File: config.mk
export PLATFORM = sky130hd
export DESIGN_NAME = nibble_mask_byte_classifier_top_flat
export DESIGN_NICKNAME = d
export VERILOG_FILES = /design/src/rtl/nmbc_pkg.sv /design/src/rtl/nmbc_in_if.sv /design/src/rtl/nmbc_out_if.sv /design/src/rtl/nmbc_ctrl.sv /design/src/rtl/nmbc_datapath.sv /design/src/rtl/nibble_mask_byte_classifier_top.sv /design/src/flat_wrapper.sv
export SDC_FILE = /design/constraint.sdc
export NUM_CORES = 1
export LEC_CHECK = 0
export BUFFER_PORTS_ARGS = -buffer_cell sky130_fd_sc_hd__clkbuf_2
export CORE_MARGIN = 4
export CORE_UTILIZATION = 35
export CTS_CLUSTER_SIZE = 16
export DETAILED_ROUTE_END_ITERATION = 6
export PLACE_DENSITY = 0.54
export SLEW_MARGIN = 10
export SYNTH_ARGS = -nofsm -noshare
export SYNTH_HDL_FRONTEND = slang
export SYNTH_SLANG_ARGS = --single-unit
File: constraint.sdc
create_clock -name i_clk -period 14.3 [get_ports i_clk]
set_clock_uncertainty 0.15 [all_clocks]
set_input_delay 0.715 -clock i_clk [delete_from_list [all_inputs] [get_ports i_clk]]
set_output_delay 0.715 -clock i_clk [all_outputs]
set_load 0.1 [all_outputs]
File: src/rtl/nmbc_pkg.sv
package nmbc_pkg;

    localparam int MASK_BITS_DEF = 8;
    localparam int NIBBLES       = 16;
    localparam int NIB_W         = 4;

    localparam logic [1:0] FN_CLEAR    = 2'd0;
    localparam logic [1:0] FN_ADD_ROW  = 2'd1;
    localparam logic [1:0] FN_ADD_BYTE = 2'd2;
    localparam logic [1:0] FN_CLASSIFY = 2'd3;

    typedef struct packed {
        logic load;
        logic exec;
    } t_dp_cmd;

endpackage

File: src/rtl/nmbc_in_if.sv
interface nmbc_in_if;
    logic        valid;
    logic        ready;
    logic [1:0]  func;
    logic [3:0]  row_index;
    logic [15:0] row_bits;
    logic [7:0]  byte_value;

    modport source (output valid, func, row_index, row_bits, byte_value, input ready);
    modport sink (input valid, func, row_index, row_bits, byte_value, output ready);
endinterface

File: src/rtl/nmbc_out_if.sv
interface nmbc_out_if;
    logic       valid;
    logic       ready;
    logic [7:0] match_mask;
    logic [3:0] bits_used;
    logic       overflow;

    modport source (output valid, match_mask, bits_used, overflow, input ready);
    modport sink (input valid, match_mask, bits_used, overflow, output ready);
endinterface

File: src/rtl/nmbc_ctrl.sv
module nmbc_ctrl (
    input  logic             i_clk,
    input  logic             i_rst_n,
    input  logic             i_in_valid,
    output logic             o_in_ready,
    output logic             o_out_valid,
    input  logic             i_out_ready,
    output nmbc_pkg::t_dp_cmd o_cmd
);
    import nmbc_pkg::*;

    localparam logic ST_IDLE = 1'b0;
    localparam logic ST_EXEC = 1'b1;

    logic r_state, n_state;
    logic r_out_valid, n_out_valid;
    logic in_ready;

    assign in_ready    = (r_state == ST_IDLE) && (!r_out_valid || i_out_ready);
    assign o_in_ready  = in_ready;
    assign o_out_valid = r_out_valid;
    assign o_cmd.load  = i_in_valid && in_ready;
    assign o_cmd.exec  = (r_state == ST_EXEC);

    always_comb begin
        n_state = r_state;
        unique case (r_state)
            ST_IDLE: begin
                if (i_in_valid && in_ready) begin
                    n_state = ST_EXEC;
                end
            end
            ST_EXEC: begin
                n_state = ST_IDLE;
            end
            default: begin
                n_state = ST_IDLE;
            end
        endcase
    end

    always_comb begin
        n_out_valid = r_out_valid;
        if (r_state == ST_EXEC) begin
            n_out_valid = 1'b1;
        end else if (r_out_valid && i_out_ready) begin
            n_out_valid = 1'b0;
        end
    end

    always_ff @(posedge i_clk) begin
        if (!i_rst_n) begin
            r_state     <= ST_IDLE;
            r_out_valid <= 1'b0;
        end else begin
            r_state     <= n_state;
            r_out_valid <= n_out_valid;
        end
    end
endmodule

File: src/rtl/nmbc_datapath.sv
module nmbc_datapath #(
    parameter int MASK_BITS = nmbc_pkg::MASK_BITS_DEF
) (
    input  logic              i_clk,
    input  logic              i_rst_n,
    input  nmbc_pkg::t_dp_cmd i_cmd,
    input  logic [1:0]        i_func,
    input  logic [3:0]        i_row_index,
    input  logic [15:0]       i_row_bits,
    input  logic [7:0]        i_byte_value,
    output logic [7:0]        o_match_mask,
    output logic [3:0]        o_bits_used,
    output logic              o_overflow
);
    import nmbc_pkg::*;

    localparam int CW = $clog2(MASK_BITS + 1);

    logic [1:0]           r_func;
    logic [NIB_W-1:0]     r_row_index;
    logic [15:0]          r_row_bits;
    logic [7:0]           r_byte;

    logic [MASK_BITS-1:0] r_low  [NIBBLES];
    logic [MASK_BITS-1:0] r_high [NIBBLES];
    logic [15:0]          r_seen [MASK_BITS];
    logic [MASK_BITS-1:0] r_valid;
    logic [CW-1:0]        r_used, n_used;

    logic [7:0]           r_match;
    logic [3:0]           r_bits_used;
    logic                 r_ovf;

    logic [MASK_BITS-1:0] hit_vec, hit_bit, new_bit, seen_we;
    logic [MASK_BITS-1:0] low_set  [NIBBLES];
    logic [MASK_BITS-1:0] high_set [NIBBLES];
    logic [MASK_BITS-1:0] match_full;
    logic [MASK_BITS+7:0] match_ext;
    logic [CW+3:0]        used_ext;
    logic                 full, inc, ovf, do_clear;

    always_comb begin
        for (int k = 0; k < MASK_BITS; k++) begin
            hit_vec[k] = r_valid[k] && (r_seen[k] == r_row_bits);
        end
    end

    assign hit_bit = hit_vec & (~hit_vec + MASK_BITS'(1));
    assign new_bit = MASK_BITS'(1) << r_used;
    assign full    = (r_used == CW'(MASK_BITS));

    always_comb begin
        for (int j = 0; j < NIBBLES; j++) begin
            low_set[j]  = '0;
            high_set[j] = '0;
        end
        seen_we    = '0;
        match_full = '0;
        inc        = 1'b0;
        ovf        = 1'b0;
        do_clear   = 1'b0;
        case (r_func)
            FN_CLEAR: begin
                do_clear = 1'b1;
            end
            FN_ADD_ROW: begin
                if (r_row_bits != '0) begin
                    if (|hit_vec) begin
                        high_set[r_row_index] = hit_bit;
                    end else if (full) begin
                        ovf = 1'b1;
                    end else begin
                        high_set[r_row_index] = new_bit;
                        for (int j = 0; j < NIBBLES; j++) begin
                            low_set[j] = r_row_bits[j] ? new_bit : '0;
                        end
                        seen_we = new_bit;
                        inc     = 1'b1;
                    end
                end
            end
            FN_ADD_BYTE: begin
                if (full) begin
                    ovf = 1'b1;
                end else begin
                    high_set[r_byte[7:4]] = new_bit;
                    low_set[r_byte[3:0]]  = new_bit;
                    inc = 1'b1;
                end
            end
            default: begin
                match_full = r_low[r_byte[3:0]] & r_high[r_byte[7:4]];
            end
        endcase
    end

    assign n_used    = do_clear ? '0 : r_used + CW'(inc);
    assign match_ext = {8'b0, match_full};
    assign used_ext  = {4'b0, n_used};

    always_ff @(posedge i_clk) begin
        if (i_cmd.load) begin
            r_func      <= i_func;
            r_row_index <= i_row_index;
            r_row_bits  <= i_row_bits;
            r_byte      <= i_byte_value;
        end
    end

    always_ff @(posedge i_clk) begin
        if (!i_rst_n) begin
            for (int j = 0; j < NIBBLES; j++) begin
                r_low[j]  <= '0;
                r_high[j] <= '0;
            end
            r_valid <= '0;
            r_used  <= '0;
        end else if (i_cmd.exec) begin
            for (int j = 0; j < NIBBLES; j++) begin
                r_low[j]  <= do_clear ? '0 : (r_low[j] | low_set[j]);
                r_high[j] <= do_clear ? '0 : (r_high[j] | high_set[j]);
            end
            r_valid <= do_clear ? '0 : (r_valid | seen_we);
            r_used  <= n_used;
        end
    end

    always_ff @(posedge i_clk) begin
        if (i_cmd.exec) begin
            for (int k = 0; k < MASK_BITS; k++) begin
                if (seen_we[k]) begin
                    r_seen[k] <= r_row_bits;
                end
            end
        end
    end

    always_ff @(posedge i_clk) begin
        if (i_cmd.exec) begin
            r_match     <= match_ext[7:0];
            r_bits_used <= used_ext[3:0];
            r_ovf       <= ovf;
        end
    end

    assign o_match_mask = r_match;
    assign o_bits_used  = r_bits_used;
    assign o_overflow   = r_ovf;
endmodule

File: src/rtl/nibble_mask_byte_classifier_top.sv
// Nibble-mask byte classifier.
// Input channel i_in carries one command beat: clear, add class row, add
// literal byte or classify byte. Output channel o_out returns exactly one
// beat per command: match mask (classify only), bits in use, overflow flag.
// A beat is registered when it is accepted and executed in the next cycle,
// and its result is registered in the output register as it executes.
// No new beat is taken while one executes; the execute cycle does the pattern
// compare against all stored rows and the table update in one step.
// Reset clears both nibble tables, the row valid bits and the bit counter;
// the stored row patterns are left as they are and are never read unmarked.
// Reset needs no separate clearing pass, so i_in.ready may rise right after reset.
// When the receiver stalls, the result beat is held unchanged in the output
// register and no new input beat is taken until it has been accepted.
// MASK_BITS sets the number of class bits (1 to 32); match_mask shows the
// low eight of them and bits_used the low four bits of the count.
module nibble_mask_byte_classifier_top #(
    parameter int MASK_BITS = nmbc_pkg::MASK_BITS_DEF
) (
    input  logic         i_clk,
    input  logic         i_rst_n,
    nmbc_in_if.sink      i_in,
    nmbc_out_if.source   o_out
);
    import nmbc_pkg::*;

    t_dp_cmd cmd;

    nmbc_ctrl u_ctrl (
        .i_clk       (i_clk),
        .i_rst_n     (i_rst_n),
        .i_in_valid  (i_in.valid),
        .o_in_ready  (i_in.ready),
        .o_out_valid (o_out.valid),
        .i_out_ready (o_out.ready),
        .o_cmd       (cmd)
    );

    nmbc_datapath #(
        .MASK_BITS (MASK_BITS)
    ) u_datapath (
        .i_clk        (i_clk),
        .i_rst_n      (i_rst_n),
        .i_cmd        (cmd),
        .i_func       (i_in.func),
        .i_row_index  (i_in.row_index),
        .i_row_bits   (i_in.row_bits),
        .i_byte_value (i_in.byte_value),
        .o_match_mask (o_out.match_mask),
        .o_bits_used  (o_out.bits_used),
        .o_overflow   (o_out.overflow)
    );
endmodule

File: src/flat_wrapper.sv
// flat-port wrapper written by rule: the top's interface ports become plain ports
module nibble_mask_byte_classifier_top_flat import nmbc_pkg::*;
#(
    parameter int MASK_BITS = nmbc_pkg::MASK_BITS_DEF
)
  (i_clk, i_rst_n, i_in_valid, i_in_func, i_in_row_index, i_in_row_bits, i_in_byte_value, i_in_ready, o_out_valid, o_out_match_mask, o_out_bits_used, o_out_overflow, o_out_ready);
  nmbc_in_if i_in_i ();
  nmbc_out_if o_out_i ();
  input  logic i_clk;
  input  logic i_rst_n;
  input wire logic [$bits(i_in_i.valid)-1:0] i_in_valid;
  input wire logic [$bits(i_in_i.func)-1:0] i_in_func;
  input wire logic [$bits(i_in_i.row_index)-1:0] i_in_row_index;
  input wire logic [$bits(i_in_i.row_bits)-1:0] i_in_row_bits;
  input wire logic [$bits(i_in_i.byte_value)-1:0] i_in_byte_value;
  output wire logic [$bits(i_in_i.ready)-1:0] i_in_ready;
  output wire logic [$bits(o_out_i.valid)-1:0] o_out_valid;
  output wire logic [$bits(o_out_i.match_mask)-1:0] o_out_match_mask;
  output wire logic [$bits(o_out_i.bits_used)-1:0] o_out_bits_used;
  output wire logic [$bits(o_out_i.overflow)-1:0] o_out_overflow;
  input wire logic [$bits(o_out_i.ready)-1:0] o_out_ready;
  assign i_in_i.valid = i_in_valid;
  assign i_in_i.func = i_in_func;
  assign i_in_i.row_index = i_in_row_index;
  assign i_in_i.row_bits = i_in_row_bits;
  assign i_in_i.byte_value = i_in_byte_value;
  assign i_in_ready = i_in_i.ready;
  assign o_out_valid = o_out_i.valid;
  assign o_out_match_mask = o_out_i.match_mask;
  assign o_out_bits_used = o_out_i.bits_used;
  assign o_out_overflow = o_out_i.overflow;
  assign o_out_i.ready = o_out_ready;
  nibble_mask_byte_classifier_top #(.MASK_BITS(MASK_BITS)) u_core (.i_clk(i_clk), .i_rst_n(i_rst_n), .i_in(i_in_i), .o_out(o_out_i));
endmodule
==> results.toml, run 1 <==
[yosys]
yosys.area.top_type = "edfxtp_1"
synth-warning-count = 0
syn_nets = 2061
yosysTopAreaCellShare_pct = 54.16
netlist_instances = 2021
async_flop_share_pct = 0
synth.top_cells.by_count = "edfxtp_1 (427), a21oi_1 (336), nor2_1 (155)"
yosys-top-cells-area = "edfxtp_1 (54%), mux4_2 (7.6%), a21oi_1 (7.1%), xor2_1 (2.9%), nand4_1 (2.5%)"
synth_top_flop_cell = "edfxtp_1"
ys_seq_elements = 449
yosysUniqueCellTypes = 57
syn-cell-area_um2 = 23670
yosysMostFrequentCell = "edfxtp_1"
synth_edf_count = 427
avgSynthCellArea_um2 = 11.71
synth-seq-area-share_pct = 56.02

[die]
die_w_um = 268.1
initial_core_util_pct = 35.25
fp.dieH_um = 268.1
fp-row-count = 95
io_pins = 49
fp.coreArea_um2 = 67160
fp.dieArea_um2 = 71860

[timing]
clock.fmax_mhz = 205.3
finalCritPeriodShare_pct = 34.07
post-route-min-period_ns = 4.872
max-slew-margin-rel_pct = 21.15
tns_ns = 0
hold_viol = 0
worst_slew_pin_slew_ns = 1.176
setup_viol = 0
report.final.slew_viol_count = 0
post-route-worst-setup-slack_ns = 9.428
rsz0062_at_grt = "no"

[pwr]
peakVddDrop_uv = 96.95
powerDensity_nw_per_um2 = 118.6
p_leak_uw = 0.008587

[cells_and_area]
final_cells = 2923
syn_to_final_growth_pct = 11.41
nNetsFinal = 2052
seq_area_um2 = 13270
multi_input_area_um2 = 9799
drive_above_1_share_pct = 15.32
fill_cells = 6423

[placed_design]
place.detailed.hpwl_um = 46420
io_buffers = 48
pre_cts_ws_ns = 9.513
dp.cells = 2832
gp_congestion = 0.8977

[global_routing]
grt_pass1_vias = 16550
overflow = 0
grt_max_degree = 89
grt_use_total_pct = 19.73
grt_antenna_before_repair = 2
grt_pass1_wl_um = 108800

[clock_network]
cts_buffer_depth = 3
tritoncts = "yes"
cts_resized = 0
cts_buffers = 51
clk_latency_ns = 0.59
cts_hold_buf = 0
root_buffer = "clkbuf_16"
htree_levels = 2
clock-sinks = 449
clkTransAtPathRegs_ns = 0.06
post_cts_buffers = 0

[run]
drv_cap = 0

[setup_path]
crit_type = "flip-flop to flip-flop"
required_ns = 14.53
start_kind = "flip-flop"
arrival_ns = 5.10
end_kind = "flip-flop"
worst-path-max-fanout = 81

[hold_path]
hold_class = "input pin to flip-flop"

[detailed_routing]
drt_iter0_markers = 2424
drc_errors = 0
drt_wl_total_um = 72320
vias = 17460
dr.pass1.iters = 6
viasPerCell = 5.975
ant_nets = 0
wl_per_cell_um = 24.74

[outcome]
status = "completed"
[cell families after synthesis]
logic type               Yosys count  share of synthesized area, %
buffers and inverters            169                         3.060
XOR/XNOR                         133                         4.920
AO/OA/AOI/OAI                    588                         14.13
adder cells (fa/ha/maj)            6                        0.3171
multiplexers                      91                         8.118
AND/OR/NAND/NOR                  585                         13.43
flip-flops                       449                         56.02
[sequential cells by signal, summed over array words and instances, names as in the netlist, named ones only]
name                            count
u_core.u_ctrl.r_state               1
u_core.u_ctrl.o_out_valid           1
u_core.u_datapath.o_match_mask      8
u_core.u_datapath.r_valid           8
u_core.u_datapath.r_func            2
u_core.u_datapath.o_bits_used       4
u_core.u_datapath.r_row_bits       16
u_core.u_datapath.r_used            4
u_core.u_datapath.r_low           128
u_core.u_datapath.r_row_index       4
u_core.u_datapath.r_seen          128
u_core.u_datapath.o_overflow        1
u_core.u_datapath.r_byte            8
u_core.u_datapath.r_high          128
[routing by layer]
metal  part of all wire (%)  vias to the layer above  global-route usage, %
met1                     44                     8714                  28.44
met2                     45                      822                  30.33
met3                    8.5                      108                  4.056
li1                       -                     7818                      -
met4                    2.6                        2                  5.695
met5                 0.0097                        -                      0
[critical path, cell delays in order (launching register included)]
cell	delay, ns
edfxtp_1	0.93
xor2_1	0.32
nor4_1	0.10
nand3_1	0.10
nor4_1	0.08
a2111oi_4	0.81
buf_4	0.82
nand3_2	0.74
o32ai_1	0.55
[cell usage in the layout, fill, tap and decap left out, drive strengths merged, types with 6 or more instances in the layout]
| master | count |
|---|---|
| nor4b | 11 |
| mux4 | 80 |
| xor2 | 78 |
| nand3 | 27 |
| xnor2 | 55 |
| a21oi | 337 |
| and2 | 48 |
| dfxtp | 22 |
| o21ai | 96 |
| inv | 6 |
| a21o | 32 |
| o32ai | 33 |
| buf | 53 |
| nand2b | 14 |
| nor4 | 33 |
| and3 | 41 |
| clkinv | 19 |
| nor2b | 14 |
| nand4 | 100 |
| nor3 | 31 |
| nor2 | 156 |
| ha | 6 |
| nand2 | 78 |
| or2 | 8 |
| clkbuf | 112 |
| o22ai | 74 |
| a211oi | 10 |
| edfxtp | 427 |
| mux2 | 8 |
[worst paths after layout]
path / startpoint / to / slack [ns] / cells after the start
max: u_core.u_datapath.r_row_bits[6]$_DFFE_PP_ / u_core.u_datapath.r_high[9][6]$_SDFFCE_PP0P_ / 9.43 / 8
min: i_in_row_index[1] / u_core.u_datapath.r_row_index[1]$_DFFE_PP_ / 0.15 / 1
max reg2reg: u_core.u_datapath.r_row_bits[6]$_DFFE_PP_ / u_core.u_datapath.r_high[9][6]$_SDFFCE_PP0P_ / 9.43 / 8
min reg2reg: u_core.u_datapath.r_valid[7]$_SDFFE_PN0P_ / u_core.u_datapath.r_valid[7]$_SDFFE_PN0P_ / 0.33 / 2
[stage by stage]
stage / area [um^2] / hold slack (ns) / utilization, % / total power [uW]
after CTS: 26360 / 0.1142 / 39.25 / 3152
after detailed placement: 24800 / 0.3134 / 36.93 / 1910
final: 26380 / 0.1512 / 39.27 / 3128
after global routing: 26370 / 0.1301 / 39.27 / 3238
after floorplan: 23670 / 0.2749 / - / 1809
after global placement: 24800 / 0.3197 / 36.93 / 1905
[report_power, final]
part / internal, uW / leakage (uW) / switching, uW / total (uW)
combinational: 121 / 0.00339 / 205 / 327
sequential: 1510 / 0.00445 / 48.2 / 1560
clock: 712 / 0.000747 / 530 / 1240
[final cells by class]
cell class                 count  area share [%]
sequential                   449           50.29
multi-input combinational   1403           37.15
clock buffer                  64           5.223
tap                          873           4.141
timing repair buffer         101           2.419
clock inverter                26          0.6736
inverter                       6         0.08539
antenna                        1        0.009488
Power figures use the tool's default switching activity.
==> run 2: changes to the inputs <==
Clock period 14.3 ns to 4.7 ns, I/O delays scaled along.
==> run 2 against run 1 <==
Compared with the run above: register-to-register slack worse by 8.6 ns; sequential power grew to 3.1 times the previous value; global-route usage is 0.54 points higher; setup slack worse by 8.6 ns; critical endpoint is now u_core.u_datapath.r_seen[1][50]$_DFFE_PP_.
==> results.toml, run 2 (synthesis results as in run 1) <==
[outcome]
status = "completed"

[timing]
post-route-min-period_ns = 3.908
clock.fmax_mhz = 255.9
tns_ns = 0
rsz0062_at_grt = "no"
worst_slew_pin_slew_ns = 1.212
setup_viol = 0
max-slew-margin-rel_pct = 18.60
report.final.slew_viol_count = 0
hold_viol = 0
finalCritPeriodShare_pct = 83.15

[detailed_routing]
drt_wl_total_um = 74450
viasPerCell = 5.971
wl_per_cell_um = 24.98
ant_nets = 0
dr.pass1.iters = 7
drt_iter0_markers = 2149
vias = 17800
drc_errors = 0

[die]
fp-row-count = 95
io_pins = 49
fp.coreArea_um2 = 67160
die_w_um = 268.1
fp.dieH_um = 268.1
fp.dieArea_um2 = 71860
initial_core_util_pct = 35.25

[setup_path]
path_buf_inv = 3
arrival_ns = 4.03
start_kind = "flip-flop"
crit_type = "flip-flop to flip-flop"
critical_path.most_common_cell = "buf_4"
worstPathCellList = "xnor2_1 > and3_1 > nand4_1 > o32ai_2 > nor3_4 > buf_4 > nand3_1 > buf_4 > nor3_2 > buf_4"
slowest_stage = "edfxtp_1"
path_delay_family = "buffers and inverters"
required_ns = 4.82
cpPeakStageDelay_ns = 1.04
worst-path-max-fanout = 80
end_kind = "flip-flop"

[clock_network]
clkTransAtPathRegs_ns = 0.06
root_buffer = "clkbuf_16"
cts_buffers = 52
tritoncts = "yes"
clk_latency_ns = 0.61
cts_resized = 0
cts_buffer_depth = 3
clock-sinks = 449
htree_levels = 2
post_cts_buffers = 0

[cells_and_area]
nNetsFinal = 2107
syn_to_final_growth_pct = 14.20
n_antenna_cell = 0
final_common_cell = "edfxtp_1"
drive_above_1_share_pct = 15.84
final_cell_mix = "edfxtp_1 (427), a21oi_1 (336), nor2_1 (153), nand4_1 (95), o21ai_0 (94)"
reg.largest.list = "u_core.u_datapath.r_high: 128 flops, u_core.u_datapath.r_low: 128 flops, u_core.u_datapath.r_seen: 128 flops"
final_area_um2 = 27040

[placed_design]
place.detailed.hpwl_um = 48440
gp_congestion = 0.8808
placed_area_um2 = 24990
io_buffers = 48

[run]
drv_cap = 0

[global_routing]
grt_pass1_vias = 17110
grt_antenna_before_repair = 0
grt_pass1_wl_um = 111200
grt_use_total_pct = 20.27
grt_max_degree = 89
overflow = 0

[pwr]
powerDensity_nw_per_um2 = 364.9
p_leak_uw = 0.008911
peakVddDrop_uv = 314.2

[hold_path]
hold_class = "input pin to flip-flop"
-- run 2: cell types whose count changed in the layout (fill, tap and decap cells not counted), moves of 2 or more --
cell,delta
dlygate4sd3_1,+35
buf_4,+15
clkbuf_8,+5
buf_12,+4
clkinvlp_4,-4
bufinv_16,+3
nor2_1,+2
nor2_2,-2
-- run 2: what timing repair did --
| item | 4_1_cts | 5_1_grt |
|---|---|---|
| endpoints found under the hold margin | 43 | 0 |
| endpoints found under the setup margin | 0 | 0 |
| hold buffers | 35 | 0 |
-- run 2: cell type report --
type	instances	area [um^2]
repair buffers	155	1181
multi-input cells	1403	9783
flip-flops and latches	449	13270
fillers	6312	40120
clock inverters	25	241.5
well taps	873	1092
clock buffers	70	1450
inverters	6	22.52
-- run 2: final timing paths --
kind	startpoint	slack, ns	end	cells after the start
max reg2reg	u_core.u_datapath.r_row_bits[13]$_DFFE_PP_	0.79	u_core.u_datapath.r_seen[1][50]$_DFFE_PP_	10
min	i_in_func[1]	0.21	u_core.u_datapath.r_func[1]$_DFFE_PP_	2
max	u_core.u_datapath.r_row_bits[13]$_DFFE_PP_	0.79	u_core.u_datapath.r_seen[1][50]$_DFFE_PP_	10
min reg2reg	u_core.u_datapath.r_valid[4]$_SDFFE_PN0P_	0.36	u_core.u_datapath.r_valid[4]$_SDFFE_PN0P_	2
-- run 2: power breakdown --
group / switching (uW) / internal, uW
clock: 1660 / 2420
sequential: 212 / 4600
combinational: 575 / 401
-- run 2: stage by stage --
| stage | total power [uW] | cells | util, % | hold WS, ns | worst slack [ns] |
|---|---|---|---|---|---|
| after detailed placement | 5835 | 2851 | 37.22 | 0.2636 | 0.7922 |
| after CTS | 9932 | 2981 | 40.26 | 0.1615 | 0.7471 |
| after global routing | 10180 | 2981 | 40.26 | 0.2035 | 0.5363 |
| after floorplan | 5471 | 2021 | - | 0.1839 | 0.3310 |
| final | 9867 | 2981 | 40.26 | 0.2081 | 0.7920 |
| after global placement | 5821 | 2851 | 37.22 | 0.2619 | 0.8266 |
-- run 2: per-layer routing --
metal / share of wire (%) / vias up / global-route usage (%)
li1: - / 7946 / -
met1: 43 / 8808 / 28.69
met2: 45 / 903 / 30.87
met3: 8.9 / 142 / 4.331
met4: 3.6 / 0 / 7.471
met5: 0 / - / 0
